### src/rrfe_pkg.sv
`default_nettype none
package rrfe_pkg;

  // ring geometry
  localparam int unsigned RING_BYTES = 8192;
  localparam int unsigned OFF_W      = $clog2(RING_BYTES);

  // field widths
  localparam int unsigned BYTE_W   = 8;
  localparam int unsigned WORD_W   = 16;
  localparam int unsigned LEN_W    = 12;
  localparam int unsigned CNT_W    = 14;
  localparam int unsigned CFG_W    = 13;
  localparam int unsigned CFG_IDX_W = 1;

  // record constants
  localparam logic [WORD_W-1:0] MAX_LEN_FIELD   = 16'h2000;
  localparam logic [WORD_W-1:0] HDR_BYTES_W     = 16'd4;
  localparam logic [CNT_W-1:0]  HDR_BYTES       = 14'd4;
  localparam logic [LEN_W-1:0]  DEFAULT_PAYLOAD = 12'd1514;
  localparam logic [LEN_W-1:0]  PAYLOAD_CAP     = 12'd2048;
  localparam logic [OFF_W-1:0]  RP_BACKOFF      = OFF_W'(16);
  localparam logic [OFF_W-1:0]  RING_LAST       = OFF_W'(RING_BYTES - 1);

  // configuration register indexes
  localparam logic [CFG_IDX_W-1:0] CFG_START_OFFSET = 1'b0;
  localparam logic [CFG_IDX_W-1:0] CFG_MAX_PAYLOAD  = 1'b1;

  // result kinds
  localparam logic KIND_PAYLOAD = 1'b0;
  localparam logic KIND_SUMMARY = 1'b1;

  typedef enum logic [1:0] {
    OUT_OK         = 2'd0,
    OUT_STATUS_ERR = 2'd1,
    OUT_BAD_LEN    = 2'd2
  } outcome_e;

  typedef struct packed {
    logic              valid;
    logic              kind;
    logic [BYTE_W-1:0] data;
    logic              last;
    logic [LEN_W-1:0]  frame_len;
    outcome_e          outcome;
    logic [OFF_W-1:0]  next_offset;
    logic [OFF_W-1:0]  read_pointer;
  } rrfe_result_t;

  // handshake between the input register and the step logic
  typedef struct packed {
    logic              valid;
    logic [BYTE_W-1:0] ring_byte;
  } rrfe_item_t;

  // outcome of a record from its header words
  function automatic outcome_e record_outcome(logic [WORD_W-1:0] status_w,
                                              logic [WORD_W-1:0] length_w);
    outcome_e oc;
    if (length_w < HDR_BYTES_W || length_w > MAX_LEN_FIELD) begin
      oc = OUT_BAD_LEN;
    end else if (!status_w[0]) begin
      oc = OUT_STATUS_ERR;
    end else begin
      oc = OUT_OK;
    end
    return oc;
  endfunction

endpackage
`default_nettype wire

### src/rrfe_in_stage.sv
`default_nettype none
module rrfe_in_stage (
  input  wire logic                       clk_i,
  input  wire logic                       rst_ni,
  input  wire logic                       in_valid_i,
  output logic                            in_ready_o,
  input  wire logic [rrfe_pkg::BYTE_W-1:0] ring_byte_i,
  input  wire logic                       take_i,
  output rrfe_pkg::rrfe_item_t            item_o
);
  import rrfe_pkg::*;

  logic              valid_q, valid_d;
  logic [BYTE_W-1:0] byte_q;

  // room when empty or when the held item moves on this cycle
  assign in_ready_o = !valid_q || take_i;

  always_comb begin
    valid_d = valid_q;
    if (in_ready_o) begin
      valid_d = in_valid_i;
    end
  end

  always_ff @(posedge clk_i or negedge rst_ni) begin
    if (!rst_ni) begin
      valid_q <= 1'b0;
    end else begin
      valid_q <= valid_d;
    end
  end

  always_ff @(posedge clk_i) begin
    if (in_ready_o && in_valid_i) begin
      byte_q <= ring_byte_i;
    end
  end

  assign item_o.valid     = valid_q;
  assign item_o.ring_byte = byte_q;

endmodule
`default_nettype wire

### src/rrfe_step.sv
`default_nettype none
module rrfe_step (
  input  wire logic                          clk_i,
  input  wire logic                          rst_ni,
  input  wire logic                          cfg_we_i,
  input  wire logic [rrfe_pkg::CFG_IDX_W-1:0] cfg_index_i,
  input  wire logic [rrfe_pkg::CFG_W-1:0]    cfg_data_i,
  input  wire rrfe_pkg::rrfe_item_t          item_i,
  input  wire logic                          out_free_i,
  output logic                               take_o,
  output rrfe_pkg::rrfe_result_t             res_o
);
  import rrfe_pkg::*;

  localparam logic [1:0] PH_HEADER  = 2'd0;
  localparam logic [1:0] PH_PAYLOAD = 2'd1;
  localparam logic [1:0] PH_TRAILER = 2'd2;

  logic [OFF_W-1:0]  ring_offset_q, ring_offset_d;
  logic [1:0]        phase_q, phase_d;
  logic [1:0]        header_count_q, header_count_d;
  logic [WORD_W-1:0] status_word_q, status_word_d;
  logic [WORD_W-1:0] length_word_q, length_word_d;
  logic [CNT_W-1:0]  byte_count_q, byte_count_d;
  logic [CNT_W-1:0]  record_total_q, record_total_d;
  logic [LEN_W-1:0]  deliver_len_q, deliver_len_d;
  logic [LEN_W-1:0]  max_payload_q;

  logic [OFF_W-1:0]  next_off;
  logic [CNT_W-1:0]  bc_inc;
  logic [WORD_W-1:0] new_length;
  outcome_e          hdr_oc, rec_oc;
  logic [1:0]        mis;
  logic [CNT_W-1:0]  body;
  logic [CNT_W-1:0]  aligned_end;
  logic [LEN_W-1:0]  cap;
  logic [WORD_W-1:0] pay_len;
  logic              has_res;
  rrfe_result_t      res;

  // ring offset after this byte
  assign next_off = (ring_offset_q == RING_LAST) ? '0 : ring_offset_q + 1'b1;
  assign bc_inc   = byte_count_q + 1'b1;

  // header decode, used on the fourth header byte
  assign new_length  = {item_i.ring_byte, length_word_q[7:0]};
  assign hdr_oc      = record_outcome(status_word_q, new_length);
  assign rec_oc      = record_outcome(status_word_q, length_word_q);
  assign mis         = ring_offset_q[1:0] + 2'd1;
  assign body        = (hdr_oc == OUT_BAD_LEN) ? HDR_BYTES : new_length[CNT_W-1:0];
  assign aligned_end = (CNT_W'(mis) + HDR_BYTES + body + CNT_W'(3)) & ~CNT_W'(3);
  assign cap         = (max_payload_q > PAYLOAD_CAP) ? PAYLOAD_CAP : max_payload_q;
  assign pay_len     = new_length - HDR_BYTES_W;

  // step logic for the held item
  always_comb begin
    ring_offset_d  = next_off;
    phase_d        = phase_q;
    header_count_d = header_count_q;
    status_word_d  = status_word_q;
    length_word_d  = length_word_q;
    byte_count_d   = byte_count_q;
    record_total_d = record_total_q;
    deliver_len_d  = deliver_len_q;
    has_res        = 1'b0;
    res            = '0;
    case (phase_q)
      PH_PAYLOAD: begin
        has_res      = 1'b1;
        res.kind     = KIND_PAYLOAD;
        res.data     = item_i.ring_byte;
        byte_count_d = bc_inc;
        if (byte_count_q - CNT_W'(3) >= CNT_W'(deliver_len_q)) begin
          res.last = 1'b1;
          phase_d  = PH_TRAILER;
        end
      end
      PH_TRAILER: begin
        byte_count_d = bc_inc;
        if (bc_inc >= record_total_q) begin
          has_res          = 1'b1;
          res.kind         = KIND_SUMMARY;
          res.frame_len    = (rec_oc == OUT_OK) ? deliver_len_q : '0;
          res.outcome      = rec_oc;
          res.next_offset  = next_off;
          res.read_pointer = next_off - RP_BACKOFF;
          phase_d          = PH_HEADER;
          header_count_d   = '0;
          byte_count_d     = '0;
        end
      end
      default: begin
        case (header_count_q)
          2'd0: status_word_d = {status_word_q[15:8], item_i.ring_byte};
          2'd1: status_word_d = {item_i.ring_byte, status_word_q[7:0]};
          2'd2: length_word_d = {length_word_q[15:8], item_i.ring_byte};
          default: length_word_d = new_length;
        endcase
        if (header_count_q != 2'd3) begin
          header_count_d = header_count_q + 1'b1;
          phase_d        = PH_HEADER;
        end else begin
          record_total_d = aligned_end - CNT_W'(mis);
          deliver_len_d  = '0;
          if (hdr_oc == OUT_OK) begin
            deliver_len_d = (pay_len > WORD_W'(cap)) ? cap : pay_len[LEN_W-1:0];
          end
          header_count_d = '0;
          byte_count_d   = HDR_BYTES;
          phase_d        = (deliver_len_d != '0) ? PH_PAYLOAD : PH_TRAILER;
        end
      end
    endcase
  end

  assign take_o    = item_i.valid && (!has_res || out_free_i);
  always_comb begin
    res_o       = res;
    res_o.valid = take_o && has_res;
  end

  // state registers, restarted by a start offset write
  always_ff @(posedge clk_i or negedge rst_ni) begin
    if (!rst_ni) begin
      ring_offset_q  <= '0;
      phase_q        <= PH_HEADER;
      header_count_q <= '0;
      status_word_q  <= '0;
      length_word_q  <= '0;
      byte_count_q   <= '0;
      record_total_q <= '0;
      deliver_len_q  <= '0;
    end else if (cfg_we_i && cfg_index_i == CFG_START_OFFSET) begin
      ring_offset_q  <= OFF_W'(cfg_data_i);
      phase_q        <= PH_HEADER;
      header_count_q <= '0;
      status_word_q  <= '0;
      length_word_q  <= '0;
      byte_count_q   <= '0;
      record_total_q <= '0;
      deliver_len_q  <= '0;
    end else if (take_o) begin
      ring_offset_q  <= ring_offset_d;
      phase_q        <= phase_d;
      header_count_q <= header_count_d;
      status_word_q  <= status_word_d;
      length_word_q  <= length_word_d;
      byte_count_q   <= byte_count_d;
      record_total_q <= record_total_d;
      deliver_len_q  <= deliver_len_d;
    end
  end

  // payload limit register
  always_ff @(posedge clk_i or negedge rst_ni) begin
    if (!rst_ni) begin
      max_payload_q <= DEFAULT_PAYLOAD;
    end else if (cfg_we_i && cfg_index_i == CFG_MAX_PAYLOAD) begin
      max_payload_q <= cfg_data_i[LEN_W-1:0];
    end
  end

endmodule
`default_nettype wire

### src/rrfe_out_stage.sv
`default_nettype none
module rrfe_out_stage (
  input  wire logic                  clk_i,
  input  wire logic                  rst_ni,
  input  wire rrfe_pkg::rrfe_result_t res_i,
  output logic                       free_o,
  output logic                       out_valid_o,
  input  wire logic                  out_ready_i,
  output rrfe_pkg::rrfe_result_t     res_o
);
  import rrfe_pkg::*;

  logic         valid_q, valid_d;
  rrfe_result_t res_q;

  // register free when empty or being drained
  assign free_o = !valid_q || out_ready_i;

  always_comb begin
    valid_d = valid_q;
    if (res_i.valid) begin
      valid_d = 1'b1;
    end else if (out_ready_i) begin
      valid_d = 1'b0;
    end
  end

  always_ff @(posedge clk_i or negedge rst_ni) begin
    if (!rst_ni) begin
      valid_q <= 1'b0;
    end else begin
      valid_q <= valid_d;
    end
  end

  always_ff @(posedge clk_i) begin
    if (res_i.valid) begin
      res_q <= res_i;
    end
  end

  assign out_valid_o = valid_q;
  assign res_o       = res_q;

endmodule
`default_nettype wire

### src/rx_ring_frame_extractor_unit.sv
// path: an accepted byte is held in the input register and stepped by the step logic;
//   any result it gives is loaded into the output register
// throughput: one ring byte per cycle while the output has room; single step stage
// reset: asynchronous active low; ring offset 0, header phase, max payload 1514
`default_nettype none
module rx_ring_frame_extractor_unit (
  input  wire logic                           clk_i,
  input  wire logic                           rst_ni,
  input  wire logic                           cfg_we_i,
  input  wire logic [rrfe_pkg::CFG_IDX_W-1:0] cfg_index_i,
  input  wire logic [rrfe_pkg::CFG_W-1:0]     cfg_data_i,
  input  wire logic                           in_valid_i,
  output logic                                in_ready_o,
  input  wire logic [rrfe_pkg::BYTE_W-1:0]    ring_byte_i,
  output logic                                out_valid_o,
  input  wire logic                           out_ready_i,
  output logic                                kind_o,
  output logic [rrfe_pkg::BYTE_W-1:0]         data_o,
  output logic                                last_o,
  output logic [rrfe_pkg::LEN_W-1:0]          frame_len_o,
  output logic [1:0]                          outcome_o,
  output logic [rrfe_pkg::OFF_W-1:0]          next_offset_o,
  output logic [rrfe_pkg::OFF_W-1:0]          read_pointer_o
);
  import rrfe_pkg::*;

  rrfe_item_t   item;
  rrfe_result_t step_res;
  rrfe_result_t out_res;
  logic         take;
  logic         out_free;

  // input register
  rrfe_in_stage u_in (
    .clk_i       (clk_i),
    .rst_ni      (rst_ni),
    .in_valid_i  (in_valid_i),
    .in_ready_o  (in_ready_o),
    .ring_byte_i (ring_byte_i),
    .take_i      (take),
    .item_o      (item)
  );

  // record parsing
  rrfe_step u_step (
    .clk_i       (clk_i),
    .rst_ni      (rst_ni),
    .cfg_we_i    (cfg_we_i),
    .cfg_index_i (cfg_index_i),
    .cfg_data_i  (cfg_data_i),
    .item_i      (item),
    .out_free_i  (out_free),
    .take_o      (take),
    .res_o       (step_res)
  );

  // result register
  rrfe_out_stage u_out (
    .clk_i       (clk_i),
    .rst_ni      (rst_ni),
    .res_i       (step_res),
    .free_o      (out_free),
    .out_valid_o (out_valid_o),
    .out_ready_i (out_ready_i),
    .res_o       (out_res)
  );

  assign kind_o         = out_res.kind;
  assign data_o         = out_res.data;
  assign last_o         = out_res.last;
  assign frame_len_o    = out_res.frame_len;
  assign outcome_o      = out_res.outcome;
  assign next_offset_o  = out_res.next_offset;
  assign read_pointer_o = out_res.read_pointer;

  // a held input item that does not move keeps its byte
  assert property (@(posedge clk_i) disable iff (!rst_ni)
    item.valid && !take |=> item.valid && $stable(item.ring_byte))
    else $error("held input item lost or changed");

  // a new result is only loaded when the output register has room
  assert property (@(posedge clk_i) disable iff (!rst_ni)
    step_res.valid |-> out_free)
    else $error("result loaded over a waiting result");

  // a record-end item carries the read pointer sixteen bytes behind the offset
  assert property (@(posedge clk_i) disable iff (!rst_ni)
    out_valid_o && kind_o == KIND_SUMMARY |->
      read_pointer_o == OFF_W'(next_offset_o - RP_BACKOFF) && !last_o)
    else $error("bad read pointer on record end");

endmodule
`default_nettype wire

### config.mk
export PLATFORM = sky130hd
export DESIGN_NAME = rx_ring_frame_extractor_unit
export DESIGN_NICKNAME = d
export VERILOG_FILES = /design/src/rrfe_pkg.sv /design/src/rrfe_in_stage.sv /design/src/rrfe_step.sv /design/src/rrfe_out_stage.sv /design/src/rx_ring_frame_extractor_unit.sv
export SDC_FILE = /design/constraint.sdc
export NUM_CORES = 1
export LEC_CHECK = 0
export ABC_AREA = 0
export BUFFER_PORTS_ARGS = -buffer_cell sky130_fd_sc_hd__buf_2
export CAP_MARGIN = 20
export CORE_UTILIZATION = 50
export CTS_BUF_LIST = sky130_fd_sc_hd__clkbuf_8
export DETAILED_ROUTE_END_ITERATION = 6
export GPL_TIMING_DRIVEN = 0
export HOLD_SLACK_MARGIN = 0.05
export PLACE_DENSITY = 0.69
export SLEW_MARGIN = 20
export SYNTH_ARGS = -nofsm -noshare
export SYNTH_HDL_FRONTEND = slang
export SYNTH_SLANG_ARGS = --single-unit
### constraint.sdc
create_clock -name clk_i -period 21.6 [get_ports clk_i]
set_input_delay 4.32 -clock clk_i [delete_from_list [all_inputs] [get_ports clk_i]]
set_output_delay 4.32 -clock clk_i [all_outputs]
set_load 0.02 [all_outputs]
## After elaboration in Yosys (flattened, before gate mapping)

Index checks and enable logic that the tools add are counted.

| word-level totals | value |
|---|---|
| register bits | 146 |
| output and inout bits | 52 |
| logic and storage cells | 137 |

| cells by class | value |
|---|---|
| $add $sub $neg | 11 |
| magnitude comparators | 8 |
| equality and inequality tests | 16 |
| multiplexer cells | 49 |
| bitwise gates (word level) | 1 |
| reduce and logical (&&, ||, !) cells | 32 |

Operators with widths:

| cell | number |
|---|---|
| $mux W14 | 9 |
| $mux W12 | 9 |
| $mux W16 | 3 |
| $mux W13 | 3 |
| $gt A16 B14 Y1 const B | 2 |
| $lt A16 B3 Y1 const B | 2 |
| $pmux W16 S2 | 1 |
| $pmux W14 S2 | 1 |
| $mux W2 | 11 |
| $gt A16 B12 Y1 | 1 |
| $sub A16 B3 Y16 const B | 1 |
| $add A14 B1 Y14 const B | 1 |
| $add A14 B14 Y14 | 1 |
| $add A14 B2 Y14 const B | 1 |
| $ge A14 B12 Y1 | 1 |
| $ge A14 B14 Y1 | 1 |
| $sub A14 B2 Y14 | 1 |
| $sub A14 B2 Y14 const B | 1 |
| $add A13 B1 Y13 const B | 1 |
| $eq A13 B13 Y1 const B | 1 |
| $sub A13 B5 Y13 const B | 1 |
| $gt A12 B12 Y1 const B | 1 |
| $reduce_and A3 Y1 | 4 |
| $reduce_and A4 Y1 | 3 |
| 20 further kinds | 56 |

## Longest topological paths before layout

Gate-level depths: netlist (run 1).

| logic depth | value |
|---|---|
| depth after elaboration | 13 |
| depth in mapped cells | 20 |

## Cells and area by module

From an unflattened synthesis (run 1), not the netlist that was laid out.

| unflattened totals | value |
|---|---|
| cells, all modules | 927 |
| area, all modules | 8849.7 µm² |

Modules (own cells, without submodules):

| module | instances | cells each | area an instance (µm²) | sequential area each (µm²) |
|---|---|---|---|---|
| rrfe_step | 1 | 859 | 6988.0 | 2160.8 |
| rrfe_out_stage | 1 | 55 | 1560.2 | 1526.5 |
| rrfe_in_stage | 1 | 13 | 301.5 | 265.3 |

## Least setup slack after synthesis (run 1)

OpenSTA, ideal clock, no wires.

| path | value |
|---|---|
| kind | input to output |
| start point | input out_ready_i |
| end point | output in_ready_o |
| arrival | 4.924 ns |
| slack | 12.356 ns |
| stages on the path | 4 |
| path buffers | 0 |
| cell sequence | nor2b_1 > nand2_1 > nor3_1 > inv_1 |

| between the ends | value |
|---|---|
| word-level cells in the longest chain between the ends | 4 |

Ends and longest elaborated chain:

| item | line | text |
|---|---|---|
| from (decl) | rx_ring_frame_extractor_unit.sv:16 | `input wire logic out_ready_i,` |
| $logic_or A1 B1 Y1 | rrfe_out_stage.sv:17 | `assign free_o = !valid_q \|\| out_ready_i;` |
| $logic_or A1 B1 Y1 | rrfe_step.sv:116 | `assign take_o = item_i.valid && (!has_res \|\| out_free_i);` |
| $logic_and A1 B1 Y1 | rrfe_step.sv:116 |  |
| $logic_or A1 B1 Y1 | rrfe_in_stage.sv:17 | `assign in_ready_o = !valid_q \|\| take_i;` |
| to (decl) | rx_ring_frame_extractor_unit.sv:13 | `output logic in_ready_o,` |

No other way between the ends.

## Final worst setup path (run 1)

Same ends and word-level chain as after synthesis.

==> results of run 1 <==
state kept, by name, indices dropped and copies added, names as in the netlist, 2 cells and up:
register and flops:
u_step.ring_offset_q 13, u_step.byte_count_q 14, u_step.max_payload_q 12, u_step.length_word_q 16, u_out.res_o 46, u_step.deliver_len_q 12, u_step.record_total_q 14, u_in.byte_q 8
u_step.header_count_q 2, u_step.phase_q 2
worst max-delay path: cells and delay by family:
kind                   cells  cell delay, ns
AND/OR/NAND/NOR            3            0.88
buffers and inverters      3            0.35
area by class of cell:
cell class                      instances  area share
Clock inverter                         15     0.01724
Sequential cell                       142      0.3773
Tap cell                              225     0.02771
Clock buffer                           17     0.02303
Buffer                                 59     0.02414
Timing Repair Buffer                   85     0.04631
Multi-Input combinational cell        718      0.4640
Inverter                               55     0.02032
cells by family after synthesis:
| logic type | after synthesis |
|---|---|
| and+or+nand+nor | 374 |
| AOI/OAI and AO/OA | 194 |
| DFF | 142 |
| buffers and inverters | 114 |
| xor gates and xnor gates | 67 |
| adders and majority gates | 52 |
| muxes | 31 |
final timing paths:
check / start / endpoint / slack [ns] / cells past startpoint
worst max-delay path: out_ready_i / in_ready_o / 11.73 / 6
worst min-delay path: u_step.length_word_q[8]$_DFFE_PN0P_ / u_step.length_word_q[8]$_DFFE_PN0P_ / 0.52 / 2
worst max register to register: u_step.byte_count_q[0]$_DFFE_PN0P_ / u_out.res_o[32]$_SDFFCE_PN0P_ / 15.73 / 19
worst min register to register: u_step.length_word_q[8]$_DFFE_PN0P_ / u_step.length_word_q[8]$_DFFE_PN0P_ / 0.52 / 2
max in group asynchronous: rst_ni / u_step.max_payload_q[7]$_DFFE_PN1P_ / 17.24 / 2
min in group asynchronous: rst_ni / u_step.byte_count_q[10]$_DFFE_PN0P_ / 3.68 / 1
metrics by stage:
stage	utilization	power [mW]	hold WS, ns
final	0.5833	0.9121	0.5180
after floorplan	-	0.5964	0.4772
after CTS	0.5833	0.9137	0.5246
after global routing	0.5833	0.9750	0.5399
after global placement	0.5545	0.6805	0.5014
after detailed placement	0.5598	0.6891	0.5060
Yosys cell counts (3+ instances only):
cell type	n
nor3_1	29
a21o_1	16
inv_1	55
nor4_1	28
a211oi_1	5
nand3_1	36
buf_2	4
o21ai_1	3
a2111oi_0	3
mux2i_1	19
and3_1	13
nand3b_1	7
mux2_2	12
and4_1	3
nor2b_1	11
nand2b_1	8
or4_1	11
o31ai_1	4
dfrtp_1	81
o21a_1	6
buf_4	5
o211ai_1	15
nand4_1	12
nand2_1	94
ha_1	52
nor3b_1	5
a31oi_1	9
dfstp_2	7
xnor2_1	29
clkbuf_1	48
or3_1	11
xor2_1	38
o21ai_0	46
and2_1	13
a211o_1	3
or2_2	3
a21oi_1	62
edfxtp_1	54
nor2_1	79
layer usage:
layer  share of wire  routed length [um]
met3           0.056                1288
met4           0.023                 521
met2            0.46               10700
met1            0.46               10520
met5               0                   0
power breakdown:
| group | total (mW) | switching (mW) | internal (mW) | leakage [nW] |
|---|---|---|---|---|
| clock network | 0.224 | 0.117 | 0.107 | 0.201 |
| registers | 0.339 | 0.0225 | 0.316 | 1.69 |
| logic | 0.349 | 0.223 | 0.126 | 2.42 |
==> results by group, run 1 <==
Routing
  • 1st-iter DRT viols: approximately 450
  • Final ANT Viol Nets: 0
  • WL final: 23040 um
  • Wire per inst: 17.50 um
  • DR vias: 7584
  • Via/cell ratio: 5.763
  • First drt pass iteration count: 5
  • DR DRC count: 0

Critical path
  • Worst EP required: 17.28 ns
  • CP Launch Type: input port
  • CP Data Arrival Time: 5.55 ns
  • Crit-path most repeated cell: buf_2
  • Highest net fanout along the worst path: 4
  • Slowest stage cell, crit path: nor3_1
  • CP endpoint kind: output pin
  • Type of the worst setup path: input port to output pin
  • CP cell instances: buf_2 > nor2b_1 > nand2_1 > nor3_1 > inv_1 > buf_2
  • CP max stage delay: 0.45 ns

Layout
  • Sequential cell area: 3832 sq um
  • Post-route insts no fill: 1316
  • Layout area overhead: 13.05%
  • Ant. Diodes: 0
  • Commonest non-fill, non-tap cell in the layout: nand2_1
  • FILL cells: around 1500
  • Fin nets: 1157
  • Commonest non-fill, non-tap cells in the layout: 94 x nand2_1, 82 x buf_2, 81 x dfrtp_1, 79 x nor2_1, 62 x a21oi_1
  • Final Cell Area: 10160 sq um
  • Layout cells sized above 1: 0.1467
  • Multi-input logic area: 4713 sq um

Placed design
  • Gpl congestion: ~0.94
  • Dpl cells: 1284
  • Final HPWL DP: between 15000 and 20000 um
  • DP Worst Slack: roughly 12 ns
  • Placed Instance Area: 9749 sq um
  • Port bufs: 78

Floorplan
  • Die W: 136.1 um
  • Die footprint: 18510 sq um
  • Core area: 17420 sq um
  • Number of cell rows: 48
  • I/O Pins: 79
  • Starting Density: 0.5159
  • Die height: 136.1 um

Synthesis
  • Syn Inst Count: around 970
  • Area fraction of the dominant cell type after synthesis: 0.2256
  • Synth Area in XOR/XNOR: 0.06530
  • Asr flop ratio synth: 0.6197
  • Synth unique cells: 66
  • Synth Flop Type: dfrtp_1
  • Mean post-synth cell area: around 9 sq um
  • Adder-Cell Fraction of Synth Area: 0.07240
  • YS warnings: 0
  • Synth area leader: dfrtp_1
  • Complex-gate fraction of the synthesized area: 0.1380
  • Largest family of logic cells by synthesized area: simple AND/OR/NAND/NOR gates
  • Seq/Total Area, Yosys: 0.4265
  • Post-Syn Nets: 1053
  • Post-synthesis mux area share: 0.03620
  • Synth Area in Simple Gates: 0.2114
  • Area contributors post-synth: dfrtp_1 23%, edfxtp_1 18%, ha_1 7.2%
  • Yosys reg bits: about 140
  • EDFF count, synth: 54
  • Mapped Area: ~9000 sq um

Clocking
  • Post-CTS resize count: 0
  • Setup Buffers After CTS: 0
  • CTS Hold Bufs: 0
  • Root Buffer: clkbuf_8
  • TritonCTS clock tree: yes
  • TritonCTS buffer count: 17
  • Clk sinks: 142
  • Clock Latency Late Sink: between 0.4 and 0.5 ns
  • H-Tree Depth: 4
  • Clock Tree Buf Depth: 2
  • Clk slew on worst S/H paths: 0.08 ns

Timing
  • Worst-margin pin slew: 0.9518 ns
  • Total setup violations reported at the end of the flow: 0
  • Final period demand of the worst path: 9.869 ns
  • Max Freq: 101.3 MHz
  • Final WS setup: approximately 12 ns
  • Skew final: 0.01005 ns
  • RSZ-0062 raised after global routing: false
  • Max Slew Vio Count: 0
  • Final Cycle Share: 0.4569
  • Max-slew headroom: 0.3625
  • Final Hold Viols: 0
  • Final setup TNS: 0 ns

Global route
  • Congestion Overflow GR: 0
  • First-pass GRT wire length: ~38000 um
  • Most Crowded Layer GR: met2
  • Vias in the first global route: just over 7000
  • Initial antenna violation count: 0
  • GR Layer Usage met3: 0.05817
  • GRT Overall Usage: 0.2653
  • Met2 Usage GRT: 0.4303
  • Met1 Use GR: 0.3523
  • Largest net degree at the start of global routing: 73

Min path
  • Min-Delay Path Class: flop to flop

Flow run
  • Max Cap Viol: 0

Status
  • Status: finished, final reports clean

Pwr
  • Power density cells: 89.78 nW/um^2
  • Maximum vdd drop: 58.63 uV
  • Leak Pwr: 4.305 nW
(Power assumes the default switching activity.)
==> run 2: changes to the inputs <==
- PLACE_DENSITY: 0.69 -> 0.71
- clock period: 21.6 -> 8.2 ns (I/O delays scaled with it)
==> run 2 against run 1 <==
Effect of this change: first-iteration DRC count is 19% higher; clock power is 140% higher; sequential cell count stayed put; setup slack worse by 10 ns; via count is 0.58% higher; non-clock buffer count stayed put; final area is 0.38% lower; critical endpoint unchanged; largest power group unchanged.
==> results by group, run 2 (synthesized netlist as in run 1, its figures left out) <==
Placed design
  • Port bufs: 78
  • Final HPWL DP: 17680 um
  • Gpl congestion: around 0.92

Clocking
  • Clk slew on worst S/H paths: 0.09 ns
  • Post-CTS resize count: 0
  • TritonCTS buffer count: 17
  • CTS Hold Bufs: 0
  • H-Tree Depth: 4
  • Clock Tree Buf Depth: 2
  • Root Buffer: clkbuf_8
  • Clock Latency Late Sink: 0.46 ns
  • TritonCTS clock tree: yes
  • Clk sinks: 142
  • Setup Buffers After CTS: 0

Global route
  • GRT Overall Usage: 0.2646
  • Initial antenna violation count: 0
  • Largest net degree at the start of global routing: 66
  • Congestion Overflow GR: 0
  • First-pass GRT wire length: between 30000 and 40000 um
  • Vias in the first global route: 7164

Floorplan
  • Core area: approximately 17000 sq um
  • Number of cell rows: 48
  • Die footprint: 18510 sq um
  • Starting Density: 0.5159
  • Die W: 136.1 um
  • I/O Pins: 79
  • Die height: 136.1 um

Timing
  • Final period demand of the worst path: between 6 and 7 ns
  • RSZ-0062 raised after global routing: false
  • Max Freq: 151.2 MHz
  • Hold Worst Slack: 0.5245 ns
  • Final Hold Viols: 0
  • Max Slew Vio Count: 0
  • Final Cycle Share: 0.8066
  • Final setup TNS: 0 ns
  • Total setup violations reported at the end of the flow: 0
  • Skew final: 0.01626 ns
  • Max-slew headroom: 0.3865
  • Worst-margin pin slew: 0.9160 ns

Layout
  • Layout cells sized above 1: 0.1448
  • Fin nets: approximately 1200
  • Commonest non-fill, non-tap cell in the layout: nand2_1
  • Layout area overhead: 12.61%
  • Commonest non-fill, non-tap cells in the layout: 94 x nand2_1, 82 x buf_2, 81 x dfrtp_1, 79 x nor2_1, 62 x a21oi_1
  • FILL cells: 1594
  • Ant. Diodes: 0
  • Largest register FFs: 46

Pwr
  • P_sw: about 960 uW
  • Internal power: between 1 and 1.5 mW
  • Combinational power share: 0.390
  • Clock group share of total power: 0.231
  • Power density cells: 233.7 nW/um^2
  • Maximum vdd drop: 242.2 uV
  • Seq pwr share: 0.378
  • Sw frac: 0.4038
  • Leak Pwr: approximately 4.3 nW

Routing
  • First drt pass iteration count: 5
  • Wire per inst: 17.81 um
  • DR DRC count: 0
  • 1st-iter DRT viols: 532
  • Met2 wire length: 10890 um
  • DR vias: 7628
  • Max Used Layer: met4
  • Via/cell ratio: 5.796
  • WL final: about 23000 um
  • Wl on met1: 10620 um
  • Routed length on met3: 1416 um
  • Final ANT Viol Nets: 0

Critical path
  • CP Launch Type: flop
  • Highest net fanout along the worst path: 10
  • Type of the worst setup path: flop to output pin
  • CP endpoint kind: output pin
  • CP Data Arrival Time: between 4 and 5 ns
  • Worst EP required: 6.56 ns

Flow run
  • Max Cap Viol: 0

Min path
  • Min-Delay Path Class: flop to flop

Status
  • Status: finished, final reports clean
## run 2: path summary, 6_finish.rpt
path,startpoint,to,slack (ns),depth (start not counted)
hold reg to reg,u_step.length_word_q[8]$_DFFE_PN0P_,u_step.length_word_q[8]$_DFFE_PN0P_,0.52,2
hold / removal,u_step.length_word_q[8]$_DFFE_PN0P_,u_step.length_word_q[8]$_DFFE_PN0P_,0.52,2
min in group asynchronous,rst_ni,u_step.record_total_q[6]$_DFFE_PN0P_,1.04,1
setup reg to reg,u_step.byte_count_q[0]$_DFFE_PN0P_,u_out.res_o[34]$_SDFFCE_PN0P_,2.24,19
max in group asynchronous,rst_ni,u_step.max_payload_q[6]$_DFFE_PN1P_,6.51,2
setup / recovery,u_step.byte_count_q[0]$_DFFE_PN0P_,in_ready_o,1.59,16
## run 2: power by group through the flow
stage | Combinational, mW | Clock [mW] | Sequential [mW]
2_1_floorplan | 0.665 | 0 | 0.906
3_3_place_gp | 0.880 | 0 | 0.907
4_1_cts | 0.916 | 0.551 | 0.893
5_1_grt | 1.03 | 0.578 | 0.904
6_report | 0.923 | 0.547 | 0.894
3_5_place_dp | 0.910 | 0 | 0.907
## run 2: per-stage QoR
stage                     worst slack, ns  cell area [sq um]  total power [mW]  utilization  std cells
after CTS                           1.630              10120             2.360       0.5810       1316
after global placement             -1.795               9658             1.787       0.5545       1277
after detailed placement            2.156               9749             1.817       0.5598       1284
after floorplan                    0.8411               8986             1.571            -        974
after global routing                1.194              10120             2.508       0.5810       1316
final                               1.586              10120             2.365       0.5810       1316
## run 2: final cells by class
| type | count | area [sq um] | share of cell area |
|---|---|---|---|
| multi-input combinational | 718 | 4713 | 0.4658 |
| sequential | 142 | 3832 | 0.3787 |
| timing repair buffer | 85 | 470.5 | 0.04649 |
| tap | 225 | 281.5 | 0.02782 |
| buffer | 59 | 245.2 | 0.02423 |
| clock buffer | 17 | 234.0 | 0.02312 |
| inverter | 55 | 206.4 | 0.02040 |
| clock inverter | 15 | 136.4 | 0.01348 |
## run 2: critical path, cell delays in order, from the launching register on
cell and delay [ns]:
dfrtp_1 0.48, ha_1 0.21, clkbuf_1 0.41, and3_1 0.30, and3_1 0.23, and3_1 0.28, nand3_1 0.12, xnor2_1 0.26
ha_1 0.29, nand4_1 0.10, o21ai_0 0.09, a21oi_1 0.21, o211ai_1 0.21, a31oi_1 0.79, nor3_1 0.25, inv_1 0.10
buf_2 0.16
## run 2: layer usage
layer  vias to the layer above  global-route usage
li1                       3697                   -
met1                      3599              0.3585
met2                       289              0.4287
met3                        43             0.04288
met4                         0             0.09074
met5                         -                   0
==> run 3: changes to the inputs <==
- ABC_AREA: 0 -> 1
- clock period: 8.2 -> 6 ns (I/O delays scaled with it)
==> run 3 against run 2 <==
Effect of this change: first-iteration DRC count up 8.1%; final area down 0.35%; clock-buffer cell count increased by 1; synthesized cell count is 15% higher; sequential cell count unchanged; wire length decreased by 5.5%; total power rose by 71%; non-clock buffer count shrank 32; sequential power grew 55%.
==> results by group, run 3 <==
Timing
  • Total setup violations reported at the end of the flow: 0
  • Final Hold Viols: 0
  • Final setup TNS: 0 ns
  • Final WS setup: between 0.6 and 0.7 ns
  • Max-slew headroom: 0.4316
  • Worst-margin pin slew: 0.8434 ns
  • Final Cycle Share: 0.8946
  • Max Slew Vio Count: 0
  • Skew final: ~0.017 ns
  • Final period demand of the worst path: 5.368 ns
  • Hold Worst Slack: 0.5134 ns
  • RSZ-0062 raised after global routing: false
  • Max Freq: 186.3 MHz

Floorplan
  • Die footprint: 18430 sq um
  • I/O Pins: 79
  • Die W: between 100 and 150 um
  • Core area: 17360 sq um
  • Number of cell rows: 48
  • Die height: 135.8 um
  • Starting Density: 0.5154

Global route
  • First-pass GRT wire length: 36290 um
  • Largest net degree at the start of global routing: 74
  • Most Crowded Layer GR: met2
  • Vias in the first global route: approximately 7300
  • GRT Overall Usage: 0.2573
  • GR Layer Usage met3: 0.04863
  • Met2 Usage GRT: 0.4204
  • Initial antenna violation count: 0
  • Congestion Overflow GR: 0
  • Met1 Use GR: 0.3427

Routing
  • WL final: approximately 22000 um
  • Final ANT Viol Nets: 0
  • First drt pass iteration count: 5
  • DR DRC count: 0
  • 1st-iter DRT viols: 575
  • DR vias: 7804
  • Wire per inst: 15.18 um
  • Via/cell ratio: about 5.3

Critical path
  • Flop-to-flop setup slack: 1.64 ns
  • Worst setup path start: u_step.byte_count_q[0]$_DFFE_PN0P_
  • Critical Path Sink: in_ready_o
  • Highest net fanout along the worst path: 6
  • CP endpoint kind: output pin
  • CP Launch Type: flop
  • Type of the worst setup path: flop to output pin
  • CP Data Arrival Time: 4.17 ns
  • R2r worst-path depth: 28
  • Worst EP required: 4.80 ns
  • Reg2reg end: u_step.byte_count_q[8]$_DFFE_PN0P_
  • Reg-to-reg startpoint: u_step.byte_count_q[0]$_DFFE_PN0P_

Layout
  • Ant. Diodes: 0
  • Commonest non-fill, non-tap cells in the layout: 225 x nand2_1, 164 x inv_1, 117 x nor2_1, 83 x buf_2
  • Largest register FFs: 46
  • FILL cells: 1643
  • Multi-input logic area: between 4000 and 5000 sq um
  • Fin nets: 1300
  • Layout cells sized above 1: 0.1572
  • Sequential cell area: ~3800 sq um
  • Post-route insts no fill: between 1000 and 1500
  • Final Cell Area: 10080 sq um
  • Layout area overhead: 12.74%
  • Commonest non-fill, non-tap cell in the layout: nand2_1
  • Final core utilization: 0.5810

Synthesis
  • Synth unique cells: 50
  • Most frequent cells after synthesis: 225 x nand2_1, 165 x inv_1, 117 x nor2_1
  • Mean post-synth cell area: 7.972 sq um
  • Area contributors post-synth: dfrtp_1 23%, edfxtp_1 18%, nand2_1 9.4%
  • EDFF count, synth: 54
  • Synth Flop Type: dfrtp_1
  • Yosys reg bits: around 140
  • Mapped Area: 8945 sq um
  • Area fraction of the dominant cell type after synthesis: 0.2266
  • Asr flop ratio synth: 0.6197
  • YS warnings: 0
  • Syn Inst Count: about 1100
  • Seq/Total Area, Yosys: 0.4285
  • Count leader, synth: nand2_1
  • Synth area leader: dfrtp_1
  • Post-Syn Nets: about 1200

Clocking
  • H-Tree Depth: 4
  • Root Buffer: clkbuf_8
  • Clock Latency Late Sink: 0.48 ns
  • Clock Tree Buf Depth: 2
  • TritonCTS clock tree: yes
  • Setup Buffers After CTS: 0
  • CTS Hold Bufs: 0
  • Post-CTS resize count: 0
  • Clk slew on worst S/H paths: 0.09 ns
  • Clk sinks: around 140
  • TritonCTS buffer count: 17

Placed design
  • Placed Instance Area: 9686 sq um
  • DP Worst Slack: around 1.2 ns
  • Port bufs: 78
  • Dpl cells: 1427
  • Gpl congestion: 0.8988
  • Final HPWL DP: 17140 um

Flow run
  • Max Cap Viol: 0

Pwr
  • Seq pwr share: 0.344
  • Leak Pwr: 4.798 nW
  • Final total power: 4.043 mW
  • P_sw: 1.794 mW
  • Internal power: ~2.2 mW
  • Combinational power share: 0.461
  • Maximum vdd drop: 201.7 uV
  • Sw frac: 0.4436
  • Power density cells: about 400 nW/um^2
  • Clock group share of total power: 0.195

Status
  • Status: finished, final reports clean

Min path
  • Min-Delay Path Class: flop to flop
==> run 3: cell families (layout without fill, tap and decap cells) <==
family                   count (synthesis)  count (layout)  share of synthesized area
AO/OA/AOI/OAI                          178             178                     0.1123
XOR/XNOR                                34              34                    0.03413
adder cells (fa/ha/maj)                 52              52                    0.07274
buffers and inverters                  205             317                    0.09274
flip-flops                             142             142                     0.4285
multiplexers                             9               9                    0.01133
AND/OR/NAND/NOR                        502             502                     0.2483
==> run 3: routing by layer <==
layer	wire length [um]	up-vias
met2	10610	243
met3	1366	32
li1	-	3899
met4	448	0
met5	0	-
met1	9723	3630
==> run 3: cell type report <==
cell class	count	share of cell area
Clock inverter	14	0.01501
Sequential cell	142	0.3800
Buffer	32	0.01787
Multi-Input combinational cell	775	0.4262
Tap cell	225	0.02792
Inverter	173	0.06439
Timing Repair Buffer	80	0.04404
Clock buffer	18	0.02457
==> run 3: power by group through the flow <==
stage          Combinational [mW]  Clock (mW)  Sequential (mW)
6_report                     1.86       0.789             1.39
5_1_grt                      2.12       0.836             1.42
2_1_floorplan                1.31           0             1.45
3_5_place_dp                 1.86           0             1.41
3_3_place_gp                 1.79           0             1.41
4_1_cts                      1.87       0.795             1.39
==> run 3: worst max-delay path: stages, from the launching register on <==
cell,delay (ns)
dfrtp_1,0.45
inv_1,0.10
nor2_1,0.19
nand3_1,0.15
nor2_1,0.12
nand2_1,0.07
nor2_1,0.13
inv_1,0.07
nor2_1,0.17
nand3_1,0.11
xor2_1,0.14
inv_1,0.07
ha_1,0.29
nand2_1,0.07
nor2_1,0.13
nand2_1,0.07
o211a_1,0.11
nand3_1,0.12
nand2_1,0.20
inv_2,0.15
nor2_1,0.06
nor2_1,0.20
nand3_1,0.26
buf_2,0.24
==> run 3: how the worst min path moves through the flow <==
stage | start | endpoint | cells past startpoint
2_1_floorplan | u_step.record_total_q[5]$_DFFE_PN0P_ | u_step.record_total_q[5]$_DFFE_PN0P_ | 2
3_3_place_gp | u_step.max_payload_q[8]$_DFFE_PN1P_ | u_step.max_payload_q[8]$_DFFE_PN1P_ | 2
3_5_place_dp | u_step.max_payload_q[10]$_DFFE_PN1P_ | u_step.max_payload_q[10]$_DFFE_PN1P_ | 2
4_1_cts | u_step.max_payload_q[10]$_DFFE_PN1P_ | u_step.max_payload_q[10]$_DFFE_PN1P_ | 2
5_1_grt | rst_ni | u_step.length_word_q[13]$_DFFE_PN0P_ | 1
6_report | u_step.max_payload_q[10]$_DFFE_PN1P_ | u_step.max_payload_q[10]$_DFFE_PN1P_ | 2
